[config.mk]
export PLATFORM = sky130hd
export DESIGN_NAME = bank_mapper_with_edge_irq_counter_top
export DESIGN_NICKNAME = d
export VERILOG_FILES = /design/src/rtl/core/bmeic_pkg.sv /design/src/rtl/core/bank_mapper_with_edge_irq_counter_top.sv
export SDC_FILE = /design/constraint.sdc
export NUM_CORES = 1
export LEC_CHECK = 0
export ABC_AREA = 1
export BUFFER_PORTS_ARGS = -buffer_cell sky130_fd_sc_hd__buf_2
export CAP_MARGIN = 30
export CORE_MARGIN = 2
export CORE_UTILIZATION = 25
export CTS_CLUSTER_SIZE = 25
export DETAILED_ROUTE_END_ITERATION = 8
export HOLD_SLACK_MARGIN = 0.02
export PLACE_DENSITY_LB_ADDON = 0.3
export SLEW_MARGIN = 0
export SYNTH_ARGS = -nofsm -noshare
export SYNTH_HDL_FRONTEND = slang
export SYNTH_SLANG_ARGS = --single-unit
[constraint.sdc]
create_clock -name i_clk -period 3.5 [get_ports i_clk]
set_clock_uncertainty 0.2 [all_clocks]
set_input_delay 0.525 -clock i_clk [delete_from_list [all_inputs] [get_ports i_clk]]
set_output_delay 0.525 -clock i_clk [all_outputs]
set_load 0.1 [all_outputs]
[src/rtl/core/bmeic_pkg.sv]
// ---------------------------------------------------------------------------
// Bank mapper package
// Shared operation codes, register decode addresses and constants for the
// cartridge bank mapper with its A12 edge IRQ counter.
// ---------------------------------------------------------------------------
package bmeic_pkg;

    // Field widths of one request and one result.
    localparam int OP_W     = 3;
    localparam int ADDR_W   = 16;
    localparam int DATA_W   = 8;
    localparam int MAP_W    = 19;
    localparam int IN_TDATA_W  = 24;
    localparam int OUT_TDATA_W = 24;

    // Operation codes carried on the input tuser.
    typedef enum logic [OP_W-1:0] {
        OP_REG_WRITE = 3'd0,
        OP_PRG_MAP   = 3'd1,
        OP_CHR_MAP   = 3'd2,
        OP_NT_MAP    = 3'd3,
        OP_RAM_READ  = 3'd4,
        OP_RAM_WRITE = 3'd5,
        OP_TICK      = 3'd6
    } t_op;

    // Register decode: CPU address masked with REG_DECODE_MASK.
    localparam logic [ADDR_W-1:0] REG_DECODE_MASK = 16'he001;
    localparam logic [ADDR_W-1:0] REG_BANK_SELECT = 16'h8000;
    localparam logic [ADDR_W-1:0] REG_BANK_DATA   = 16'h8001;
    localparam logic [ADDR_W-1:0] REG_MIRRORING   = 16'ha000;
    localparam logic [ADDR_W-1:0] REG_RAM_PROTECT = 16'ha001;
    localparam logic [ADDR_W-1:0] REG_IRQ_LATCH   = 16'hc000;
    localparam logic [ADDR_W-1:0] REG_IRQ_RELOAD  = 16'hc001;
    localparam logic [ADDR_W-1:0] REG_IRQ_DISABLE = 16'he000;
    localparam logic [ADDR_W-1:0] REG_IRQ_ENABLE  = 16'he001;

    // Fixed PRG banks and the A12 edge hold-off length.
    localparam logic [5:0] PRG_BANK_SECOND_LAST = 6'h3e;
    localparam logic [5:0] PRG_BANK_LAST        = 6'h3f;
    localparam logic [2:0] HOLDOFF_CYCLES       = 3'd6;

endpackage

[src/rtl/core/bank_mapper_with_edge_irq_counter_top.sv]
// ---------------------------------------------------------------------------
// Bank mapper with edge IRQ counter
// Translates CPU and PPU addresses through switchable banks, decodes mapper
// register writes and counts PPU A12 transitions of one polarity to raise a scanline interrupt.
// ---------------------------------------------------------------------------
// Usage:
// Requests enter on the s_axis channel: tuser holds the operation code and
// tdata holds the address (bits 15..0) and the register data (bits 23..16).
// Every request produces exactly one result on the m_axis channel: the
// mapped address, the PRG-RAM access permission and the IRQ level after the
// request has been applied.
// The cfg channel writes the edge polarity bit; it is always ready and should
// only be written while no request is in flight.
// A request passes an input register and a result register: it is held in the
// input register once accepted and is presented on m_axis from the result
// register. One request is taken every cycle while the receiver takes the
// results; the throughput is set by the combinational decode and counter
// update between the two registers.
// When the receiver stalls, the result register holds and the input register
// still accepts one more request; after that s_axis_tready drops until the
// result is taken.
// Reset clears both stages and loads the mapper state with its power-on
// values (PRG-RAM enabled, all banks zero, IRQ off, rising edges counted).
// ---------------------------------------------------------------------------
module bank_mapper_with_edge_irq_counter_top
    import bmeic_pkg::*;
(
    input  logic                   i_clk,
    input  logic                   i_rst_n,
    // Request channel.
    input  logic                   s_axis_tvalid,
    output logic                   s_axis_tready,
    // tdata: address [15:0], data [23:16]
    input  logic [IN_TDATA_W-1:0]  s_axis_tdata,
    // tuser: operation [2:0]
    input  logic [OP_W-1:0]        s_axis_tuser,
    // Result channel.
    output logic                   m_axis_tvalid,
    input  logic                   m_axis_tready,
    // tdata: mapped_address [18:0], access_allowed [19], irq_line [20],
    // zero fill [23:21]
    output logic [OUT_TDATA_W-1:0] m_axis_tdata,
    // Configuration channel: falling_edge_irq.
    input  logic                   i_cfg_valid,
    output logic                   o_cfg_ready,
    input  logic                   i_cfg_data
);

    // Input stage.
    logic              r_in_valid;
    t_op               r_op;
    logic [ADDR_W-1:0] r_addr;
    logic [DATA_W-1:0] r_data;

    // Result stage.
    logic              r_out_valid;
    logic [MAP_W-1:0]  r_mapped;
    logic              r_allowed;
    logic              r_irq_line;

    // Configuration.
    logic              r_falling_edge;

    // Mapper state.
    logic              r_chr_mode,       n_chr_mode;
    logic              r_prg_mode,       n_prg_mode;
    logic [2:0]        r_bank_select,    n_bank_select;
    logic [5:0]        r_prg_banks [2];
    logic [5:0]        n_prg_banks [2];
    logic [7:0]        r_chr_banks [6];
    logic [7:0]        n_chr_banks [6];
    logic              r_mirror,         n_mirror;
    logic              r_ram_enable,     n_ram_enable;
    logic              r_ram_protect,    n_ram_protect;
    logic [7:0]        r_irq_reload,     n_irq_reload;
    logic [7:0]        r_irq_count,      n_irq_count;
    logic              r_irq_enabled,    n_irq_enabled;
    logic [2:0]        r_holdoff,        n_holdoff;
    logic              r_irq_pending,    n_irq_pending;
    logic              r_last_a12,       n_last_a12;

    // Result of the request in the input stage.
    logic [MAP_W-1:0]  n_mapped;
    logic              n_allowed;

    // Helpers for the translations and the edge detector.
    logic              advance;
    logic [5:0]        prg_bank;
    logic [2:0]        chr_slot;
    logic [2:0]        chr_index;
    logic [7:0]        chr_bank;
    logic              a12;
    logic              a12_edge;
    logic [2:0]        holdoff_dec;

    // The input stage moves on when the result register is free or emptying.
    assign advance       = r_in_valid && (!r_out_valid || m_axis_tready);
    assign s_axis_tready = !r_in_valid || advance;
    assign o_cfg_ready   = 1'b1;

    assign m_axis_tvalid = r_out_valid;
    assign m_axis_tdata  = {3'b000, r_irq_line, r_allowed, r_mapped};

    // PRG window select from address bits 14..13.
    always_comb begin
        case (r_addr[14:13])
            2'd0:    prg_bank = r_prg_mode ? PRG_BANK_SECOND_LAST : r_prg_banks[0];
            2'd1:    prg_bank = r_prg_banks[1];
            2'd2:    prg_bank = r_prg_mode ? r_prg_banks[0] : PRG_BANK_SECOND_LAST;
            default: prg_bank = PRG_BANK_LAST;
        endcase
    end

    // CHR slot select; the mode bit swaps the two 4K halves.
    always_comb begin
        chr_slot = r_addr[12:10] ^ {r_chr_mode, 2'b00};
        if (!chr_slot[2]) begin
            chr_index = {2'b00, chr_slot[1]};
        end else begin
            chr_index = chr_slot - 3'd2;
        end
        chr_bank = r_chr_banks[chr_index];
    end

    // A12 edge detection with the hold-off counted down first.
    assign a12         = r_addr[12];
    assign a12_edge    = r_falling_edge ? (r_last_a12 && !a12) : (!r_last_a12 && a12);
    assign holdoff_dec = (r_holdoff != 3'd0) ? (r_holdoff - 3'd1) : 3'd0;

    // Next state and result for the request in the input stage.
    always_comb begin
        n_chr_mode    = r_chr_mode;
        n_prg_mode    = r_prg_mode;
        n_bank_select = r_bank_select;
        n_prg_banks   = r_prg_banks;
        n_chr_banks   = r_chr_banks;
        n_mirror      = r_mirror;
        n_ram_enable  = r_ram_enable;
        n_ram_protect = r_ram_protect;
        n_irq_reload  = r_irq_reload;
        n_irq_count   = r_irq_count;
        n_irq_enabled = r_irq_enabled;
        n_holdoff     = r_holdoff;
        n_irq_pending = r_irq_pending;
        n_last_a12    = r_last_a12;
        n_mapped      = '0;
        n_allowed     = 1'b0;

        case (r_op)
            OP_REG_WRITE: begin
                case (r_addr & REG_DECODE_MASK)
                    REG_BANK_SELECT: begin
                        n_chr_mode    = r_data[7];
                        n_prg_mode    = r_data[6];
                        n_bank_select = r_data[2:0];
                    end
                    REG_BANK_DATA: begin
                        if (r_bank_select < 3'd2) begin
                            n_chr_banks[r_bank_select] = {r_data[7:1], 1'b0};
                        end else if (r_bank_select < 3'd6) begin
                            n_chr_banks[r_bank_select] = r_data;
                        end else begin
                            n_prg_banks[r_bank_select[0]] = r_data[5:0];
                        end
                    end
                    REG_MIRRORING: begin
                        n_mirror = r_data[0];
                    end
                    REG_RAM_PROTECT: begin
                        n_ram_enable  = r_data[7];
                        n_ram_protect = r_data[6];
                    end
                    REG_IRQ_LATCH: begin
                        n_irq_reload = r_data;
                    end
                    REG_IRQ_RELOAD: begin
                        n_irq_count = 8'd0;
                    end
                    REG_IRQ_DISABLE: begin
                        n_irq_enabled = 1'b0;
                        n_irq_pending = 1'b0;
                    end
                    REG_IRQ_ENABLE: begin
                        n_irq_enabled = 1'b1;
                    end
                    default: begin
                    end
                endcase
            end
            OP_PRG_MAP: begin
                n_mapped = {prg_bank, r_addr[12:0]};
            end
            OP_CHR_MAP: begin
                if (!chr_slot[2]) begin
                    n_mapped = {1'b0, chr_bank, 10'd0} | {8'd0, r_addr[10:0]};
                end else begin
                    n_mapped = {1'b0, chr_bank, r_addr[9:0]};
                end
            end
            OP_NT_MAP: begin
                n_mapped = {8'd0, (r_mirror ? r_addr[11] : r_addr[10]), r_addr[9:0]};
            end
            OP_RAM_READ: begin
                n_mapped  = {6'd0, r_addr[12:0]};
                n_allowed = r_ram_enable;
            end
            OP_RAM_WRITE: begin
                n_mapped  = {6'd0, r_addr[12:0]};
                n_allowed = r_ram_enable && !r_ram_protect;
            end
            OP_TICK: begin
                n_holdoff  = holdoff_dec;
                n_last_a12 = a12;
                if (a12_edge) begin
                    // A counted edge reloads from zero or counts down.
                    if (holdoff_dec == 3'd0) begin
                        if (r_irq_count == 8'd0) begin
                            n_irq_count = r_irq_reload;
                        end else begin
                            n_irq_count = r_irq_count - 8'd1;
                            if (r_irq_count == 8'd1 && r_irq_enabled) begin
                                n_irq_pending = 1'b1;
                            end
                        end
                    end
                    n_holdoff = HOLDOFF_CYCLES;
                end
            end
            default: begin
            end
        endcase
    end

    // Handshake control of both stages.
    always_ff @(posedge i_clk) begin
        if (!i_rst_n) begin
            r_in_valid  <= 1'b0;
            r_out_valid <= 1'b0;
        end else begin
            if (s_axis_tvalid && s_axis_tready) begin
                r_in_valid <= 1'b1;
            end else if (advance) begin
                r_in_valid <= 1'b0;
            end
            if (advance) begin
                r_out_valid <= 1'b1;
            end else if (m_axis_tready) begin
                r_out_valid <= 1'b0;
            end
        end
    end

    // Input and result payload registers.
    always_ff @(posedge i_clk) begin
        if (s_axis_tvalid && s_axis_tready) begin
            r_op   <= t_op'(s_axis_tuser);
            r_addr <= s_axis_tdata[ADDR_W-1:0];
            r_data <= s_axis_tdata[ADDR_W +: DATA_W];
        end
        if (advance) begin
            r_mapped   <= n_mapped;
            r_allowed  <= n_allowed;
            r_irq_line <= n_irq_pending;
        end
    end

    // Configuration register.
    always_ff @(posedge i_clk) begin
        if (!i_rst_n) begin
            r_falling_edge <= 1'b0;
        end else if (i_cfg_valid && o_cfg_ready) begin
            r_falling_edge <= i_cfg_data;
        end
    end

    // Mapper state updates once per request.
    always_ff @(posedge i_clk) begin
        if (!i_rst_n) begin
            r_chr_mode    <= 1'b0;
            r_prg_mode    <= 1'b0;
            r_bank_select <= 3'd0;
            r_prg_banks   <= '{default: '0};
            r_chr_banks   <= '{default: '0};
            r_mirror      <= 1'b0;
            r_ram_enable  <= 1'b1;
            r_ram_protect <= 1'b0;
            r_irq_reload  <= 8'd0;
            r_irq_count   <= 8'd0;
            r_irq_enabled <= 1'b0;
            r_holdoff     <= 3'd0;
            r_irq_pending <= 1'b0;
            r_last_a12    <= 1'b0;
        end else if (advance) begin
            r_chr_mode    <= n_chr_mode;
            r_prg_mode    <= n_prg_mode;
            r_bank_select <= n_bank_select;
            r_prg_banks   <= n_prg_banks;
            r_chr_banks   <= n_chr_banks;
            r_mirror      <= n_mirror;
            r_ram_enable  <= n_ram_enable;
            r_ram_protect <= n_ram_protect;
            r_irq_reload  <= n_irq_reload;
            r_irq_count   <= n_irq_count;
            r_irq_enabled <= n_irq_enabled;
            r_holdoff     <= n_holdoff;
            r_irq_pending <= n_irq_pending;
            r_last_a12    <= n_last_a12;
        end
    end

endmodule
==> insert_results.sql, run 1 <==
INSERT INTO impl_metrics (metric_group, metric, value, unit) VALUES
('status', 'status', 'finished, final reports clean', ''),
('synthesis', 'synth.yosys.seq_area_share', '0.5236', ''),
('timing', 'setup_viol', '0', ''),
('global_route', 'globalRoute.totalOverflow', '0', ''),
('layout', 'filler_cell_count', '2692', ''),
('synthesis', 'post_synthesis_cell_area', '0.006309', 'sq mm'),
('timing', 'finalCritPeriodShare', '0.7027', ''),
('synthesis', 'syn_inst', '768', ''),
('pwr', 'p_leak', '2.935', 'nW'),
('detailed_routing', 'number_of_remaining_drc_errors', '0', ''),
('clocking', 'cts_hold_buffers', '0', ''),
('global_route', 'grt_antenna_before_repair', '0', ''),
('flow_run', 'drv.max_cap_violation_count', '0', ''),
('synthesis', 'ys_top_cells_by_area', 'sky130_fd_sc_hd__dfxtp_1 30%, sky130_fd_sc_hd__edfxtp_1 23%, sky130_fd_sc_hd__nand2_1 9.4%', ''),
('placed_design', 'placement.setup.worst_slack', '1.029', 'ns'),
('timing', 'slew_headroom', '0.4655', ''),
('detailed_routing', 'ant_nets', '0', ''),
('timing', 'setup_tns', '0', 'ns'),
('synthesis', 'post-synth-top-area-cell', 'sky130_fd_sc_hd__dfxtp_1', ''),
('die', 'initial_core_util', '0.2527', ''),
('timing', 'hold-worst-slack', '0.07216', 'ns'),
('timing', 'timing.fmax', '406.6', 'MHz'),
('timing', 'report.final.hold_viol_count', '0', ''),
('clocking', 'clock_insertion_delay_worst_skew', '0.43', 'ns'),
('placed_design', 'numPortBuffers', '55', ''),
('detailed_routing', 'dr_total_vias', '5019', ''),
('pwr', 'peakVddDrop', '0.3268', 'mV'),
('synthesis', 'postSynth.asyncResetShare', '0', ''),
('critical_path', 'worst-endpoint-arrival', '2.43', 'ns'),
('clocking', 'num_cts_buffers', '17', ''),
('detailed_routing', 'drt_first_pass_iters', '5', ''),
('pwr', 'total_power_after_layout', '0.003867', 'W'),
('critical_path', 'worst-path-max-fanout', '22', ''),
('critical_path', 'critical_path_class', 'reg -> reg', ''),
('layout', 'design.final.nets', '853', ''),
('global_route', 'grtUsageMet2', '0.2011', ''),
('die', 'die_height', '162.9', 'um'),
('synthesis', 'synth_top_cell_area_share', '0.2951', ''),
('pwr', 'combinationalPowerShare', '0.086', ''),
('placed_design', 'replace_congestion', '0.8074', ''),
('global_route', 'grt_usage', '0.1291', ''),
('synthesis', 'ys_ff_latch', '141', ''),
('synthesis', 'synthMostInstantiatedCell', 'sky130_fd_sc_hd__nand2_1', ''),
('clocking', 'cts_root_buf', 'sky130_fd_sc_hd__clkbuf_16', ''),
('global_route', 'number_of_global_route_vias_before_repair', '4883', ''),
('global_route', 'gr_layer_usage_met1', '0.1741', ''),
('min_path', 'min_path_type', 'in -> reg', ''),
('timing', 'period_minus_slack', '2.460', 'ns'),
('detailed_routing', 'routed_wirelength', '16270', 'um'),
('pwr', 'p_switching', '0.0009964', 'W'),
('timing', 'rsz0062_at_grt', 'false', ''),
('synthesis', 'ys_warn_count', '0', ''),
('critical_path', 'critical_path_required_time', '3.47', 'ns'),
('synthesis', 'synth_edf_count', '48', ''),
('layout', 'area_growth', '17.41', '%'),
('layout', 'antennaDiodeCount', '0', ''),
('detailed_routing', 'wire_per_inst', '14.05', 'um'),
('layout', 'drive_gt1_frac', '0.1389', ''),
('clocking', 'tritoncts', 'done', ''),
('die', 'die_width', '162.9', 'um'),
('global_route', 'first_pass_grt_wire_length', '26250', 'um'),
('layout', 'final_cell_count_no_fill', '1158', ''),
('pwr', 'p_seq_frac', '0.460', ''),
('timing', 'timing_max_transition_violations_final', '0', ''),
('clocking', 'path_clk_slew', '0.06', 'ns'),
('die', 'core.rowCount', '58', ''),
('placed_design', 'place.detailed.instances', '1126', ''),
('pwr', 'internal_power', '0.002871', 'W'),
('detailed_routing', 'drt-initial-drc-count', '297', ''),
('pwr', 'power_switching_share', '0.2577', ''),
('critical_path', 'critPathCaptureType', 'flop', '');
==> metal layers <==
metal | up-vias | part of all wire
li1 | 2625 | -
met1 | 2305 | 0.49
met2 | 78 | 0.45
met5 | - | 0
met4 | 0 | 0.013
met3 | 11 | 0.043
==> power by group through the flow <==
| stage | clock [W] | sequential (W) | combinational [W] |
|---|---|---|---|
| final | 0.00176 | 0.00178 | 0.000333 |
| after CTS | 0.00179 | 0.00178 | 0.000335 |
| after detailed placement | 0 | 0.00181 | 0.000334 |
| after global placement | 0 | 0.00181 | 0.000334 |
| after global routing | 0.00186 | 0.00178 | 0.000366 |
| after floorplan | 0 | 0.00187 | 0.000183 |
==> cell type report <==
| type | count | area, sq um | share of cell area |
|---|---|---|---|
| Inverter | 101 | 379.1 | 0.05118 |
| Clock inverter | 11 | 118.9 | 0.01605 |
| Sequential cell | 141 | 3303 | 0.4459 |
| Clock buffer | 21 | 450.4 | 0.06081 |
| Multi-Input combinational cell | 494 | 2430 | 0.3280 |
| Timing Repair Buffer | 60 | 312.8 | 0.04223 |
| Tap cell | 330 | 412.9 | 0.05574 |
==> cells in the final DEF, fill, tap and decap left out, types with 4 or more instances in the layout <==
cell type                   count
sky130_fd_sc_hd__nand2_1      158
sky130_fd_sc_hd__inv_2          8
sky130_fd_sc_hd__ha_1           5
sky130_fd_sc_hd__clkbuf_16     17
sky130_fd_sc_hd__dfxtp_1       93
sky130_fd_sc_hd__inv_1         93
sky130_fd_sc_hd__nor2_1        48
sky130_fd_sc_hd__a21oi_2        4
sky130_fd_sc_hd__o21a_1        12
sky130_fd_sc_hd__edfxtp_1      48
sky130_fd_sc_hd__a21oi_1      109
sky130_fd_sc_hd__o21ai_0       78
sky130_fd_sc_hd__buf_2         55
sky130_fd_sc_hd__buf_4          5
sky130_fd_sc_hd__conb_1         4
sky130_fd_sc_hd__nand3_1       38
sky130_fd_sc_hd__a211oi_1       7
==> cell families (layout without fill, tap and decap cells) <==
| group | count (synthesis) | in the layout | synth area share |
|---|---|---|---|
| flip-flops | 141 | 141 | 0.5236 |
| adder cells (fa/ha/maj) | 5 | 5 | 0.009917 |
| AO/OA/AOI/OAI | 217 | 217 | 0.1864 |
| buffers and inverters | 135 | 193 | 0.09242 |
| XOR/XNOR | 3 | 3 | 0.004166 |
| AND/OR/NAND/NOR | 265 | 265 | 0.1823 |
| other | 2 | 4 | 0.001190 |
==> critical path, stage by stage, from the launching register on <==
cell	delay [ns]
sky130_fd_sc_hd__edfxtp_1	0.53
sky130_fd_sc_hd__inv_1	0.30
sky130_fd_sc_hd__nand3_1	0.18
sky130_fd_sc_hd__nand2_1	0.56
sky130_fd_sc_hd__o21ai_0	0.17
sky130_fd_sc_hd__nand2_1	0.10
sky130_fd_sc_hd__nand2_1	0.05
sky130_fd_sc_hd__nand2_1	0.07
sky130_fd_sc_hd__nand2_1	0.05
==> registers in the layout, summed over array words and instances, names as in the netlist, 3 cells and up <==
signal and flops:
r_mapped 19, r_data 8, r_irq_count 8, r_prg_banks 12, r_irq_reload 8, r_op 3
r_holdoff 3, r_chr_banks 48, r_addr 16, r_bank_select 3
==> per-stage QoR <==
stage / utilization / cell area (sq um)
finish: 0.2967 / 7407
global route: 0.2967 / 7407
CTS: 0.2967 / 7407
detailed placement: 0.2739 / 6838
global placement: 0.2739 / 6838
floorplan: - / 6316
==> worst paths after layout <==
| check | cells after the start | from | slack, ns | endpoint |
|---|---|---|---|---|
| worst max register to register | 8 | r_addr[10] | 1.04 | r_mapped[13] |
| worst min register to register | 2 | r_chr_banks[32] | 0.24 | r_chr_banks[32] |
| worst max-delay path | 8 | r_addr[10] | 1.04 | r_mapped[13] |
| worst min-delay path | 1 | s_axis_tdata[23] | 0.07 | r_data[7] |
No activity file was read; power rests on OpenSTA's default activity.
==> run 2: changes to the inputs <==
==> constraint.sdc (replaced) <==
create_clock -name i_clk -period 2.55 [get_ports i_clk]
set_clock_uncertainty 0.2 [all_clocks]
set_input_delay 0.3825 -clock i_clk [delete_from_list [all_inputs] [get_ports i_clk]]
set_output_delay 0.3825 -clock i_clk [all_outputs]
set_load 0.1 [all_outputs]
==> run 2 against run 1 <==
Fmax is 16% higher. Sequential share of layout area is 2.1 points lower. Global-route usage hardly changed. Cell area is 5.0% higher. Setup slack worse by 0.62 ns. Hold slack worse by 0.018 ns. Die area stayed put. Sequential cell count stayed put. Sequential power is 37% higher. Clock-buffer cell count is 2 higher. Critical endpoint is now r_mapped[12]. Highest routed layer unchanged.
==> insert_results.sql, run 2 (same netlist as run 1, synthesis figures left out) <==
INSERT INTO impl_metrics (metric_group, metric, value, unit) VALUES
('detailed_routing', 'drt_first_pass_iters', '5', ''),
('timing', 'period_minus_slack', '2.127', 'ns'),
('layout', 'design.final.nets', '885', ''),
('min_path', 'worst_min_delay_path_startpoint', 'i_cfg_data', ''),
('clocking', 'cts_root_buf', 'sky130_fd_sc_hd__clkbuf_16', ''),
('timing', 'timing_max_transition_violations_final', '0', ''),
('critical_path', 'regToRegSetupSlack', '0.42', 'ns'),
('placed_design', 'replace_congestion', '0.8330', ''),
('detailed_routing', 'ant_nets', '0', ''),
('clocking', 'cts.repair_timing.setup_buffer_count', '0', ''),
('global_route', 'number_of_global_route_vias_before_repair', '4853', ''),
('placed_design', 'dpl_cell_area', '0.006894', 'sq mm'),
('pwr', 'p_switching', '0.001376', 'W'),
('die', 'die_width', '162.9', 'um'),
('timing', 'rsz0062_at_grt', 'false', ''),
('die', 'die-area', '0.02652', 'sq mm'),
('critical_path', 'worst-endpoint-arrival', '2.11', 'ns'),
('critical_path', 'critical_path_required_time', '2.53', 'ns'),
('detailed_routing', 'wire_per_inst', '13.87', 'um'),
('status', 'status', 'finished, final reports clean', ''),
('detailed_routing', 'number_of_remaining_drc_errors', '0', ''),
('detailed_routing', 'drt-initial-drc-count', '426', ''),
('layout', 'filler_cell_count', '2672', ''),
('timing', 'timing.fmax', '470.1', 'MHz'),
('min_path', 'holdPathStages', '3', ''),
('die', 'core-area', '0.02496', 'sq mm'),
('layout', 'most_flops_register', 'r_chr_banks', ''),
('clocking', 'clock_sink_count', '141', ''),
('global_route', 'grt_antenna_before_repair', '0', ''),
('die', 'num_io_pins', '60', ''),
('pwr', 'power_switching_share', '0.2515', ''),
('layout', 'drive_gt1_frac', '0.1453', ''),
('clocking', 'cts-htree-levels', '4', ''),
('detailed_routing', 'routed_wirelength', '16510', 'um'),
('critical_path', 'worst_r2r_path_depth', '10', ''),
('critical_path', 'worst-path-max-fanout', '16', ''),
('die', 'core.rowCount', '58', ''),
('critical_path', 'startpoint_type', 'flop', ''),
('detailed_routing', 'viasPerCell', '4.375', ''),
('layout', 'antennaDiodeCount', '0', ''),
('timing', 'finalCritPeriodShare', '0.8342', ''),
('timing', 'slew_headroom', '0.4371', ''),
('layout', 'layout_commonest_cell', 'sky130_fd_sc_hd__nand2_1', ''),
('global_route', 'grt_usage', '0.1293', ''),
('critical_path', 'r2r_end', 'r_mapped[12]', ''),
('layout', 'final_cell_mix', '157 x sky130_fd_sc_hd__nand2_1, 109 x sky130_fd_sc_hd__a21oi_1, 93 x sky130_fd_sc_hd__inv_1', ''),
('global_route', 'globalRoute.totalOverflow', '0', ''),
('timing', 'setup_tns', '0', 'ns'),
('global_route', 'grt_start_max_net_pins', '54', ''),
('layout', 'area_growth', '23.24', '%'),
('pwr', 'power_frac_clock', '0.463', ''),
('pwr', 'p_leak', '3.099', 'nW'),
('placed_design', 'numPortBuffers', '55', ''),
('critical_path', 'timing.rr.start', 'r_addr[12]', ''),
('timing', 'report.final.hold_viol_count', '0', ''),
('flow_run', 'drv.max_cap_violation_count', '0', ''),
('clocking', 'num_cts_buffers', '17', ''),
('critical_path', 'critPathCaptureType', 'flop', ''),
('die', 'die_height', '162.9', 'um'),
('timing', 'timing_worst_slew_pin_value', '0.8387', 'ns'),
('layout', 'finish.instance_area', '0.007775', 'sq mm'),
('layout', 'number_of_flip_flops_in_the_largest_register', '48', ''),
('pwr', 'power_density', '703.7', 'mW/mm^2'),
('clocking', 'tritoncts', 'done', ''),
('critical_path', 'critical_path_class', 'reg -> reg', ''),
('pwr', 'internal_power', '0.004095', 'W'),
('timing', 'setup_viol', '0', ''),
('clocking', 'cts-root-to-sink-buffers', '2', ''),
('placed_design', 'dpl.hpwl', '11420', 'um'),
('pwr', 'total_power_after_layout', '0.005471', 'W'),
('die', 'initial_core_util', '0.2527', ''),
('detailed_routing', 'dr_total_vias', '5206', ''),
('pwr', 'p_seq_frac', '0.446', ''),
('min_path', 'min_path_type', 'in -> reg', ''),
('clocking', 'clock_insertion_delay_worst_skew', '0.42', 'ns'),
('layout', 'largest_registers', 'r_chr_banks: 48 flops, r_mapped: 19 flops, r_addr: 16 flops', ''),
('clocking', 'path_clk_slew', '0.06', 'ns'),
('pwr', 'combinationalPowerShare', '0.091', ''),
('pwr', 'peakVddDrop', '0.4512', 'mV'),
('global_route', 'first_pass_grt_wire_length', '26040', 'um'),
('min_path', 'timing.hold.worst_endpoint', 'r_falling_edge', '');
==> run 2: changes by cell type in the layout (fill, tap and decap cells not counted), sizes merged <==
cell         change
clkbuf           +2
dlygate4sd3     +27
buf              +5
clkinv           -1
inv              -1
==> run 2: routing by layer <==
metal	track usage	vias up	share of wire
li1	-	2691	-
met1	0.1751	2391	0.49
met2	0.1982	107	0.45
met3	0.03463	17	0.045
met4	0.04626	0	0.018
met5	0	-	0
==> run 2: final cells by class <==
cell class                 count  area (sq um)  area share
clock inverter                 9         107.6     0.01384
clock buffer                  23         500.5     0.06437
timing repair buffer          92         633.1     0.08143
sequential                   141          3304      0.4250
inverter                     101         379.1     0.04876
tap                          330         412.9     0.05311
multi-input combinational    494          2437      0.3135
==> run 2: how the worst max path moves through the flow <==
stage | start | to | slack, ns
global placement | r_addr[12] | r_mapped[13] | 0.35
detailed placement | r_addr[12] | r_mapped[16] | 0.30
finish | r_addr[12] | r_mapped[12] | 0.42
CTS | r_addr[12] | r_mapped[13] | 0.28
floorplan | m_axis_tvalid | r_addr[0] | 0.07
global route | r_op[2] | r_chr_banks[13] | 0.20
==> run 2: per-stage QoR <==
stage / worst slack (ns) / instances / hold slack [ns] / utilization
after floorplan: 0.07251 / 770 / 0.2151 / -
after global placement: 0.3544 / 1131 / 0.2355 / 0.2762
after detailed placement: 0.2959 / 1131 / 0.2322 / 0.2762
after CTS: 0.2831 / 1190 / 0.02604 / 0.3113
after global routing: 0.2000 / 1190 / 0.04720 / 0.3114
final: 0.4228 / 1190 / 0.05445 / 0.3114
==> run 2: power by group through the flow <==
stage / clock (W) / sequential [W] / combinational [W]
global route: 0.00269 / 0.00244 / 0.000547
detailed placement: 0 / 0.00249 / 0.000467
CTS: 0.00260 / 0.00244 / 0.000501
floorplan: 0 / 0.00257 / 0.000252
finish: 0.00253 / 0.00244 / 0.000499
global placement: 0 / 0.00249 / 0.000466
==> run 2: critical path: stages (launching register included) <==
cell and delay, ns:
sky130_fd_sc_hd__edfxtp_1 0.47, sky130_fd_sc_hd__inv_1 0.13, sky130_fd_sc_hd__nand2_1 0.06, sky130_fd_sc_hd__nand2_1 0.08, sky130_fd_sc_hd__nand2_1 0.34, sky130_fd_sc_hd__a21oi_1 0.24, sky130_fd_sc_hd__o21ai_0 0.10, sky130_fd_sc_hd__nand2_1 0.08
sky130_fd_sc_hd__nand2_1 0.06, sky130_fd_sc_hd__nand2_1 0.08, sky130_fd_sc_hd__nand2_1 0.04
==> run 2: what timing repair did <==
item                                    in CTS  in global routing
hold endpoints to repair                    27                  0
gates resized for setup                      0                  1
hold buffers                                27                  0
endpoints found under the setup margin       0                  2
